[config.mk]
export PLATFORM = sky130hd
export DESIGN_NAME = fpt_ram
export DESIGN_NICKNAME = d
export VERILOG_FILES = /design/src/rtl/assert_macros.svh /design/src/rtl/fpt_ram.sv
export SDC_FILE = /design/constraint.sdc
export NUM_CORES = 1
export LEC_CHECK = 0
export ABC_AREA = 1
export ABC_CLOCK_PERIOD_IN_PS = 800
export BUFFER_PORTS_ARGS = -buffer_cell sky130_fd_sc_hd__buf_2
export CAP_MARGIN = 20
export CORE_MARGIN = 1
export CORE_UTILIZATION = 43
export CTS_BUF_LIST = sky130_fd_sc_hd__clkbuf_16
export CTS_CLUSTER_DIAMETER = 120
export DETAILED_ROUTE_END_ITERATION = 7
export GPL_ROUTABILITY_DRIVEN = 1
export GPL_TIMING_DRIVEN = 0
export HOLD_SLACK_MARGIN = 0.02
export PLACE_DENSITY = 0.8
export SLEW_MARGIN = 20
export SYNTH_ARGS = -nofsm -noshare
export SYNTH_HDL_FRONTEND = slang
export SYNTH_SLANG_ARGS = --single-unit
[constraint.sdc]
create_clock -name clk_i -period 0.8 [get_ports clk_i]
set_input_delay 0.04 -clock clk_i [delete_from_list [all_inputs] [get_ports clk_i]]
set_output_delay 0.04 -clock clk_i [all_outputs]
set_load 0.05 [all_outputs]
[src/rtl/assert_macros.svh]
// Assertion helpers, clocked on clk_i and quiet while rst_ni is low.
`ifndef ASSERT_MACROS_SVH
`define ASSERT_MACROS_SVH

// Same-cycle implication.
`define FPT_ASSERT_NOW(lbl, ante, cons) \
  lbl: assert property (@(posedge clk_i) disable iff (!rst_ni) (ante) |-> (cons)) \
    else $error("assertion failed");

// Next-cycle implication.
`define FPT_ASSERT_NEXT(lbl, ante, cons) \
  lbl: assert property (@(posedge clk_i) disable iff (!rst_ni) (ante) |=> (cons)) \
    else $error("assertion failed");

`endif

[src/rtl/fpt_ram.sv]
module fpt_ram #(
  parameter int Width = 8,
  parameter int Depth = 2
) (
  input  logic                     clk_i,
  input  logic                     we_i,
  input  logic [$clog2(Depth)-1:0] waddr_i,
  input  logic [Width-1:0]         wdata_i,
  input  logic [$clog2(Depth)-1:0] raddr_i,
  output logic [Width-1:0]         rdata_o
);

  logic [Width-1:0] mem_q [Depth];

  always_ff @(posedge clk_i) begin
    if (we_i) begin
      mem_q[waddr_i] <= wdata_i;
    end
    rdata_o <= mem_q[raddr_i];
  end

endmodule

==> metrics <==
core area=1580 um2; worst slack, placed=-0.251 ns; class of the most critical setup path=flip-flop to output pin; area leader, netlist=sky130_fd_sc_hd__edfxtp_1; Seq/Total Area, Yosys=~84%; number of remaining DRC errors=0; 1st-pass router iterations=6; Leakage=0.474 nW; # nets final=between 90 and 100; largest fanout on the critical path=1; n_diodes=0; Worst Tran Pin Value=around 0.41 ns; run status=completed; total number of placement rows=14; Synth Cell Area=approximately 760 um2; hold violation count in the final report=0; Syn. warnings=0; share of the synthesized area in the top cell type=a little over three fifths; worst stage delay on the critical path=0.30 ns; CP arrival=roughly 0.74 ns; number of buffers between clock root and the deepest sink=2; Netlist cell types=7; # placed instances=about 90; vias after detailed routing=~470; total setup violations reported at the end of the flow=0; Tcrit/Tclk final=slightly below 100%; number of antenna violations at the first check in global routing=0; die span in x=between 40 and 50 um; DR vias/cell=approximately 4.7; wire per inst=13.0 um; post-layout worst setup margin=approximately 0.017 ns; number of DRC markers after the initial detailed-route iteration=14; number of buffers added on ports=18; synthesis-to-finish area growth=41.9%; largest cells by area after synthesis=sky130_fd_sc_hd__edfxtp_1, sky130_fd_sc_hd__dfxtp_1, sky130_fd_sc_hd__nand2_1, sky130_fd_sc_hd__buf_6, sky130_fd_sc_hd__inv_1; die outline height=between 40 and 50 um; HPWL after detailed placement=around 750 um; CTS buffer count=3; worst path cell trace=buf_4; RSZ-0062 raised after global routing=no; all-layer global routing usage=approximately 15%; Pwr Density=about 2600 nW/um2; final wirelength=approximately 1300 um; clock latency on the worst-skew pair=around 0.26 ns; maximum level of the CTS H-tree=1; Largest delay share family, worst path=flip-flops; Clock transition at path regs=~0.060 ns; buffering stage count on the worst path with inverters included=1; filler instances=around 100; Peak supply drop=~1200 uV; nets in the synthesized netlist=66; worst slew slack as a fraction of its limit=72.5%; CTS tree=built; required time at the worst-slack endpoint=around 0.76 ns; Synth Instances=54; Final Wtd Congestion=approximately 0.66; number of global-route vias before repair=~470; flops & latches, synth=24; final critical delay including setup and external delays=approximately 0.8 ns; CP endpoint kind=output pin; Top-Level Pins=20; wire length of the first global-routing pass=approximately 2000 um; fmax=around 1300 MHz; effective utilization at floorplan=about half; antenna violation net count after detailed routing=0; pins over their slew limit=0; Overflow after GRT=0; die outline area=slightly below 2000 um2; Final Instance Count excl. Fillers=100; Post-Syn Area per Cell=~14 um2; pin count of the biggest net entering global routing=14; Root Buffer=sky130_fd_sc_hd__clkbuf_16; slowest stage cell, crit path=sky130_fd_sc_hd__dfxtp_1; number of clock sinks=24; Maximum Capacitance Violations=0; class of the tightest hold or removal check=input port to flip-flop; Worst Setup Start Kind=flip-flop; Layout Skew=0.00322 ns; share of layout cells above drive strength 1=approximately 30%
-- layout by cell type, fill, tap and decap left out, types with 2 or more instances in the layout --
cell type,instances
sky130_fd_sc_hd__edfxtp_1,16
sky130_fd_sc_hd__buf_6,8
sky130_fd_sc_hd__inv_1,2
sky130_fd_sc_hd__buf_2,10
sky130_fd_sc_hd__clkbuf_16,3
sky130_fd_sc_hd__nand2_1,25
sky130_fd_sc_hd__dfxtp_1,7
sky130_fd_sc_hd__dlygate4sd3_1,8
-- repair_timing --
action                                  CTS  global route
endpoints found under the setup margin    8            13
buffers inserted                          0             0
gates resized for setup                  10             7
endpoints found under the hold margin    16             0
hold buffers                              8             0
pin swaps                                 0             0
-- per-stage QoR --
step	hold WS (ns)	TNS [ns]	total power [mW]	instance area [um2]	utilization (%)
2_1_floorplan	0.139	0	1.65	761	-
3_3_place_gp	0.228	-1.98	1.72	871	55.2
3_5_place_dp	0.234	-2.01	1.73	871	55.2
4_1_cts	0.0210	0	2.85	1060	67.1
5_1_grt	0.0406	0	2.94	1080	68.5
6_report	0.0232	0	2.86	1080	68.5
-- cell families after synthesis --
group         synth area share, %
buf+inv                      2.96
flops                        84.2
simple gates                 12.8
-- layer usage --
| layer | vias to the layer above | share of wire [%] | GRT usage (%) |
|---|---|---|---|
| li1 | 234 | - | - |
| met1 | 214 | 44 | 15.4 |
| met2 | 16 | 51 | 25.3 |
| met3 | 2 | 3.6 | 6.53 |
| met4 | 0 | 1.6 | 10.9 |
| met5 | - | 0 | 0 |
-- cell type report --
type / instances / area (um2) / share of cell area [%]
clock buffer: 3 / 75.1 / 6.95
buffer: 1 / 11.3 / 1.04
multi-input combinational: 26 / 100 / 9.27
inverter: 3 / 11.3 / 1.04
clock inverter: 1 / 3.75 / 0.348
tap: 16 / 20.0 / 1.85
sequential: 24 / 642 / 59.4
timing repair buffer: 26 / 216 / 20.0
-- Yosys cell counts (all sizes together) --
library cell  count
buf               1
dfxtp             8
edfxtp           16
inv               3
nand2            25
nor2              1
-- power breakdown --
group	leakage, nW	internal [mW]	switching (mW)	total (mW)
sequential	0.218	1.42	0.0315	1.45
clock	0.0385	0.667	0.400	1.07
combinational	0.218	0.130	0.207	0.337
total	0.474	2.22	0.638	2.86
-- registers in the layout (all words and copies together) (netlist names) --
register  count
rdata_o       8
mem_q        16
-- path summary, 6_finish.rpt --
kind                                   from          to  slack, ns  cells past startpoint
worst min register to register  mem_q[0][1]  rdata_o[1]       0.44                      2
worst min-delay path                raddr_i  rdata_o[5]       0.02                      3
worst max register to register  mem_q[0][5]  rdata_o[5]       0.16                      2
worst max-delay path             rdata_o[6]  rdata_o[6]       0.02                      1
-- tightest hold or removal path: stages --
cell and delay (ns):
sky130_fd_sc_hd__buf_6 0.11, sky130_fd_sc_hd__nand2_1 0.05, sky130_fd_sc_hd__nand2_1 0.05
Note: power is estimated with default switching activity, not from simulation.
