[config.mk]
export PLATFORM = sky130hd
export DESIGN_NAME = fpt_div
export DESIGN_NICKNAME = d
export VERILOG_FILES = /design/src/rtl/assert_macros.svh /design/src/rtl/fpt_pkg.sv /design/src/rtl/fpt_div.sv
export SDC_FILE = /design/constraint.sdc
export NUM_CORES = 1
export LEC_CHECK = 0
export BUFFER_PORTS_ARGS = -buffer_cell sky130_fd_sc_hd__buf_4
export CAP_MARGIN = 20
export CORE_MARGIN = 1
export CORE_UTILIZATION = 50
export DETAILED_ROUTE_END_ITERATION = 6
export PLACE_DENSITY = 0.8
export SKIP_CTS_REPAIR_TIMING = 1
export SYNTH_ARGS = -nofsm -noshare
export SYNTH_HDL_FRONTEND = slang
export SYNTH_SLANG_ARGS = --single-unit
[constraint.sdc]
create_clock -name clk_i -period 3.19 [get_ports clk_i]
set_clock_uncertainty 0.15 [all_clocks]
set_input_delay 0.319 -clock clk_i [delete_from_list [all_inputs] [get_ports clk_i]]
set_output_delay 0.319 -clock clk_i [all_outputs]
set_load 0.01 [all_outputs]
[src/rtl/assert_macros.svh]
// Assertion helpers, clocked on clk_i and quiet while rst_ni is low.
`ifndef ASSERT_MACROS_SVH
`define ASSERT_MACROS_SVH

// Same-cycle implication.
`define FPT_ASSERT_NOW(lbl, ante, cons) \
  lbl: assert property (@(posedge clk_i) disable iff (!rst_ni) (ante) |-> (cons)) \
    else $error("assertion failed");

// Next-cycle implication.
`define FPT_ASSERT_NEXT(lbl, ante, cons) \
  lbl: assert property (@(posedge clk_i) disable iff (!rst_ni) (ante) |=> (cons)) \
    else $error("assertion failed");

`endif

[src/rtl/fpt_pkg.sv]
package fpt_pkg;

  localparam int NumTreesDef = 10;
  localparam int CodeBitsDef = 13;

  localparam int FernCodeW = 13;
  localparam int CountW    = 16;
  localparam int SumW      = 17;
  localparam int DvdW      = 32;
  localparam int DsrW      = 21;

  localparam logic [SumW-1:0]   Half     = 17'd32768;
  localparam logic [CountW-1:0] CountMax = 16'hFFFF;

  typedef struct packed {
    logic                 action;
    logic [FernCodeW-1:0] fern_code;
    logic                 label_positive;
  } in_t;

  typedef struct packed {
    logic [15:0] confidence;
    logic        passed;
    logic        updated;
  } out_t;

  // One table entry: posterior and both counts.
  typedef struct packed {
    logic [CountW-1:0] post;
    logic [CountW-1:0] pos;
    logic [CountW-1:0] neg;
  } entry_t;

  typedef struct packed {
    logic start;
  } div_ctl_t;

  typedef struct packed {
    logic busy;
    logic done;
  } div_sts_t;

endpackage

[src/rtl/fpt_div.sv]
// Restoring divider, one quotient bit per cycle.
module fpt_div (
  input  logic                     clk_i,
  input  logic                     rst_ni,
  input  fpt_pkg::div_ctl_t        ctl_i,
  input  logic [fpt_pkg::DvdW-1:0] dividend_i,
  input  logic [fpt_pkg::DsrW-1:0] divisor_i,
  output fpt_pkg::div_sts_t        sts_o,
  output logic [fpt_pkg::DvdW-1:0] quotient_o
);

  localparam int CntW = $clog2(fpt_pkg::DvdW);
  localparam int RemW = fpt_pkg::DsrW + 1;

  logic [fpt_pkg::DvdW-1:0] dvd_q, dvd_d;
  logic [fpt_pkg::DsrW-1:0] dsr_q;
  logic [RemW-1:0]          rem_q, rem_d, rem_sh;
  logic [RemW:0]            diff;
  logic [CntW-1:0]          cnt_q;
  logic                     busy_q, done_q;

  always_comb begin
    rem_sh = {rem_q[RemW-2:0], dvd_q[fpt_pkg::DvdW-1]};
    diff   = {1'b0, rem_sh} - {2'b00, dsr_q};
    if (!diff[RemW]) begin
      rem_d = diff[RemW-1:0];
      dvd_d = {dvd_q[fpt_pkg::DvdW-2:0], 1'b1};
    end else begin
      rem_d = rem_sh;
      dvd_d = {dvd_q[fpt_pkg::DvdW-2:0], 1'b0};
    end
  end

  always_ff @(posedge clk_i or negedge rst_ni) begin
    if (!rst_ni) begin
      busy_q <= 1'b0;
      done_q <= 1'b0;
      cnt_q  <= '0;
    end else begin
      done_q <= 1'b0;
      if (ctl_i.start && !busy_q) begin
        busy_q <= 1'b1;
        cnt_q  <= '0;
      end else if (busy_q) begin
        cnt_q <= cnt_q + 1'b1;
        if (cnt_q == CntW'(fpt_pkg::DvdW - 1)) begin
          busy_q <= 1'b0;
          done_q <= 1'b1;
        end
      end
    end
  end

  always_ff @(posedge clk_i) begin
    if (ctl_i.start && !busy_q) begin
      dvd_q <= dividend_i;
      dsr_q <= divisor_i;
      rem_q <= '0;
    end else if (busy_q) begin
      dvd_q <= dvd_d;
      rem_q <= rem_d;
    end
  end

  assign sts_o.busy = busy_q;
  assign sts_o.done = done_q;
  assign quotient_o = dvd_q;

endmodule

==> impl_metrics.py <==
metrics = {
    "status": {
        "status": "complete, no violations",
    },
    "timing": {
        "slew_headroom": 0.606,
        "fin_setup_tns_ns": 0,
        "finalMaxSlewViolations": 0,
        "fmax_mhz": 359,
        "finalCritPeriodShare": 0.873,
        "hold_viol_final": 0,
        "rsz0062_at_grt": "false",
        "period_needed_ns": 2.78,
        "tightest_slew_ns": 0.590,
        "setup_viol": 0,
    },
    "critical_path": {
        "crit_end": "rem_q[16]",
        "worstSetupEndpointType": "flip-flop",
        "cp.arrival_ns": 2.88,
        "rrSetupSlack_ns": 0.41,
        "reg2reg_to": "rem_q[16]",
        "worstReg2RegStart": "quotient_o[31]",
        "worst-setup-path-type": "flip-flop to flip-flop",
        "critPathLaunchType": "flip-flop",
        "critPathMaxFanout": 3,
        "reg2reg_depth": 11,
        "cp-startpoint": "quotient_o[31]",
        "required_ns": 3.28,
    },
    "cts": {
        "clock-sinks": 81,
        "cts.clk_slew.worst_paths_ns": 0.09,
        "cts_made_buffers": 9,
        "cts_tree": "done",
        "insertion_delay_ns": 0.36,
        "cts_root_buf": "clkbuf_8",
        "htree_levels": 3,
        "clockBufferDepth": 2,
    },
    "power_and_ir_drop": {
        "p_switching_uw": 2120,
        "intPower_uw": 3430,
        "leakage_uw": 0.00233,
        "ir_worst_vdd_uv": 492,
        "p_sw_frac": 0.382,
        "power_density_nw_per_um2": 1010,
        "sequentialPowerShare": 0.348,
        "p_clk_frac": 0.139,
        "comb_power_share": 0.513,
        "power_uw": 5550,
    },
    "global_route": {
        "overflow": 0,
        "grt_pass1_vias": 3221,
        "antenna_found_initial": 0,
        "grt_usage": 0.221,
        "grt_pass1_wl_um": 15000,
        "grt_max_degree": 45,
    },
    "die": {
        "die_h_um": 94.4,
        "die_area_um2": 8900,
        "die_w_um": 94.4,
        "start_util": 0.519,
        "placementRows": 33,
        "core_um2": 8220,
        "io-pin-count": 90,
    },
    "drt": {
        "wl_met1_um": 3940,
        "final_antenna_net_count": 0,
        "vias_per_cell": 5.58,
        "num_vias": 3361,
        "first_pass_iters": 4,
        "wl_per_cell_um": 15.5,
        "routed.top_layer": "met4",
        "drtIter0Drc": 115,
        "wl_um": 9300,
        "drc": 0,
        "wl_met2_um": 4330,
        "wl_met3_um": 924,
    },
    "layout": {
        "areaGrowthSynthToFinish_pct": 28.7,
        "finalNetCount": 572,
        "diodes": 0,
        "layout-drive-gt1-share": 0.308,
        "stdcell_area_um2": 5490,
    },
    "worst_hold_path": {
        "worstHoldPathType": "input pin to flip-flop",
        "min_from": "dividend_i[0]",
    },
    "placed_design": {
        "hpwlAfterDp_um": 6730,
        "port_buffers": 89,
        "gp_congestion": 0.904,
        "place_area_um2": 5070,
    },
    "logic_synthesis": {
        "synth_ff_type": "edfxtp_1",
        "synth.distinct_cells": 50,
        "syn_inst": 380,
        "async_flop_share": 0.0864,
        "syn_area_um2": 4270,
        "seq_area_frac_synth": 0.513,
        "ys_ff_latch": 81,
        "yosysWarnings": 0,
        "avgSynthCellArea_um2": 11.2,
        "syn_nets": 460,
        "synth-edff-count": 53,
    },
    "job": {
        "max_cap_viol_count": 0,
    },
}
==> layout make-up <==
type	instances	area (um2)
clock buffers	10	128
clock inverters	6	72.6
fillers	648	2730
inverters	24	90.1
multi-input cells	259	1920
flip-flops and latches	81	2190
well taps	105	131
repair buffers	117	966
==> layer usage <==
metal / vias to the layer above / track usage
met3: 11 / 0.0982
li1: 1642 / -
met2: 129 / 0.360
met1: 1579 / 0.264
met4: 0 / 0.0603
met5: - / 0
==> sequential cells by signal, summed over array words and instances, names as in the netlist <==
| name | cells |
|---|---|
| dsr_q | 21 |
| done_q | 1 |
| rem_q | 21 |
| quotient_o | 32 |
| busy_q | 1 |
| cnt_q | 5 |
==> synth_stat cells, drive strengths merged, types with 2 or more instances <==
library cell | count | share of area
and3 | 2 | 0.0029
nand2b | 2 | 0.0029
dfrtp | 7 | 0.041
a31oi | 3 | 0.0059
ha | 23 | 0.067
xor2 | 7 | 0.014
nand3b | 2 | 0.0035
nor3 | 4 | 0.0047
a21o | 5 | 0.0091
mux2 | 34 | 0.090
nor4b | 2 | 0.0056
o21a | 2 | 0.0035
xnor2 | 10 | 0.021
nand4 | 4 | 0.0059
dfxtp | 21 | 0.099
and2 | 2 | 0.0029
a21oi | 24 | 0.028
a22o | 15 | 0.031
edfxtp | 53 | 0.37
buf | 8 | 0.012
o211ai | 3 | 0.0053
nor2 | 16 | 0.014
o21ai | 32 | 0.038
or3 | 2 | 0.0029
a211o | 2 | 0.0041
inv | 24 | 0.021
nand2 | 34 | 0.030
a32oi | 9 | 0.018
nor2b | 2 | 0.0029
a31o | 2 | 0.0041
clkbuf | 8 | 0.0070
nand3 | 6 | 0.0070
==> critical path, cell delays in order (launching register included) <==
cell      delay (ns)
edfxtp_1        0.41
inv_1           0.08
ha_1            0.16
inv_1           0.05
fa_1            0.43
a211oi_2        0.26
o211ai_1        0.15
a31o_2          0.26
a211o_1         0.27
a31oi_1         0.21
xor2_1          0.16
o21ai_1         0.08
==> cell usage in the layout (no fill, tap or decap), types with 3 or more instances in the layout <==
master / n
a21o_1: 4
a21oi_1: 24
a22o_1: 15
a32oi_1: 9
buf_4: 93
clkbuf_8: 9
dfrtp_1: 7
dfxtp_1: 21
dlygate4sd3_1: 22
edfxtp_1: 53
ha_1: 23
inv_1: 24
inv_6: 3
mux2_2: 34
nand2_1: 34
nand3_1: 6
nand4_1: 4
nor2_1: 16
nor3_1: 4
o211ai_1: 3
o21ai_0: 24
o21ai_1: 7
xnor2_1: 10
xor2_1: 7
==> logic make-up (layout without fill, tap and decap cells) <==
kind of cell | Yosys count | count (layout) | share of synthesized area
flops | 81 | 81 | 0.513
buf+inv | 40 | 157 | 0.0399
compound gates | 103 | 103 | 0.160
simple gates | 81 | 81 | 0.0901
fa+ha+maj | 24 | 24 | 0.0722
xor+xnor | 17 | 17 | 0.0349
mux | 34 | 34 | 0.0898
==> per-stage QoR <==
step	hold slack, ns	worst slack, ns	utilization	std cells
2_1_floorplan	-0.127	0.544	-	380
3_3_place_gp	-0.0183	0.508	0.614	563
3_5_place_dp	-0.0168	0.460	0.617	564
4_1_cts	-0.409	0.417	0.641	580
5_1_grt	0.0866	0.222	0.668	602
6_report	0.0948	0.405	0.668	602
==> how the worst min path moves through the flow <==
stage	endpoint	cells after the start
after global placement	done_q	1
after detailed placement	done_q	1
final	quotient_o[0]	3
after floorplan	busy_q	0
after CTS	cnt_q[2]	1
after global routing	quotient_o[15]	2
==> power groups by stage <==
stage | Sequential, uW | Combinational, uW | Clock (uW)
after floorplan | 1980 | 1920 | 0
after global placement | 1930 | 2690 | 0
after global routing | 1990 | 3180 | 823
after CTS | 1940 | 2830 | 792
final | 1940 | 2850 | 771
after detailed placement | 1950 | 2810 | 0
Power figures use the tool's default switching activity.
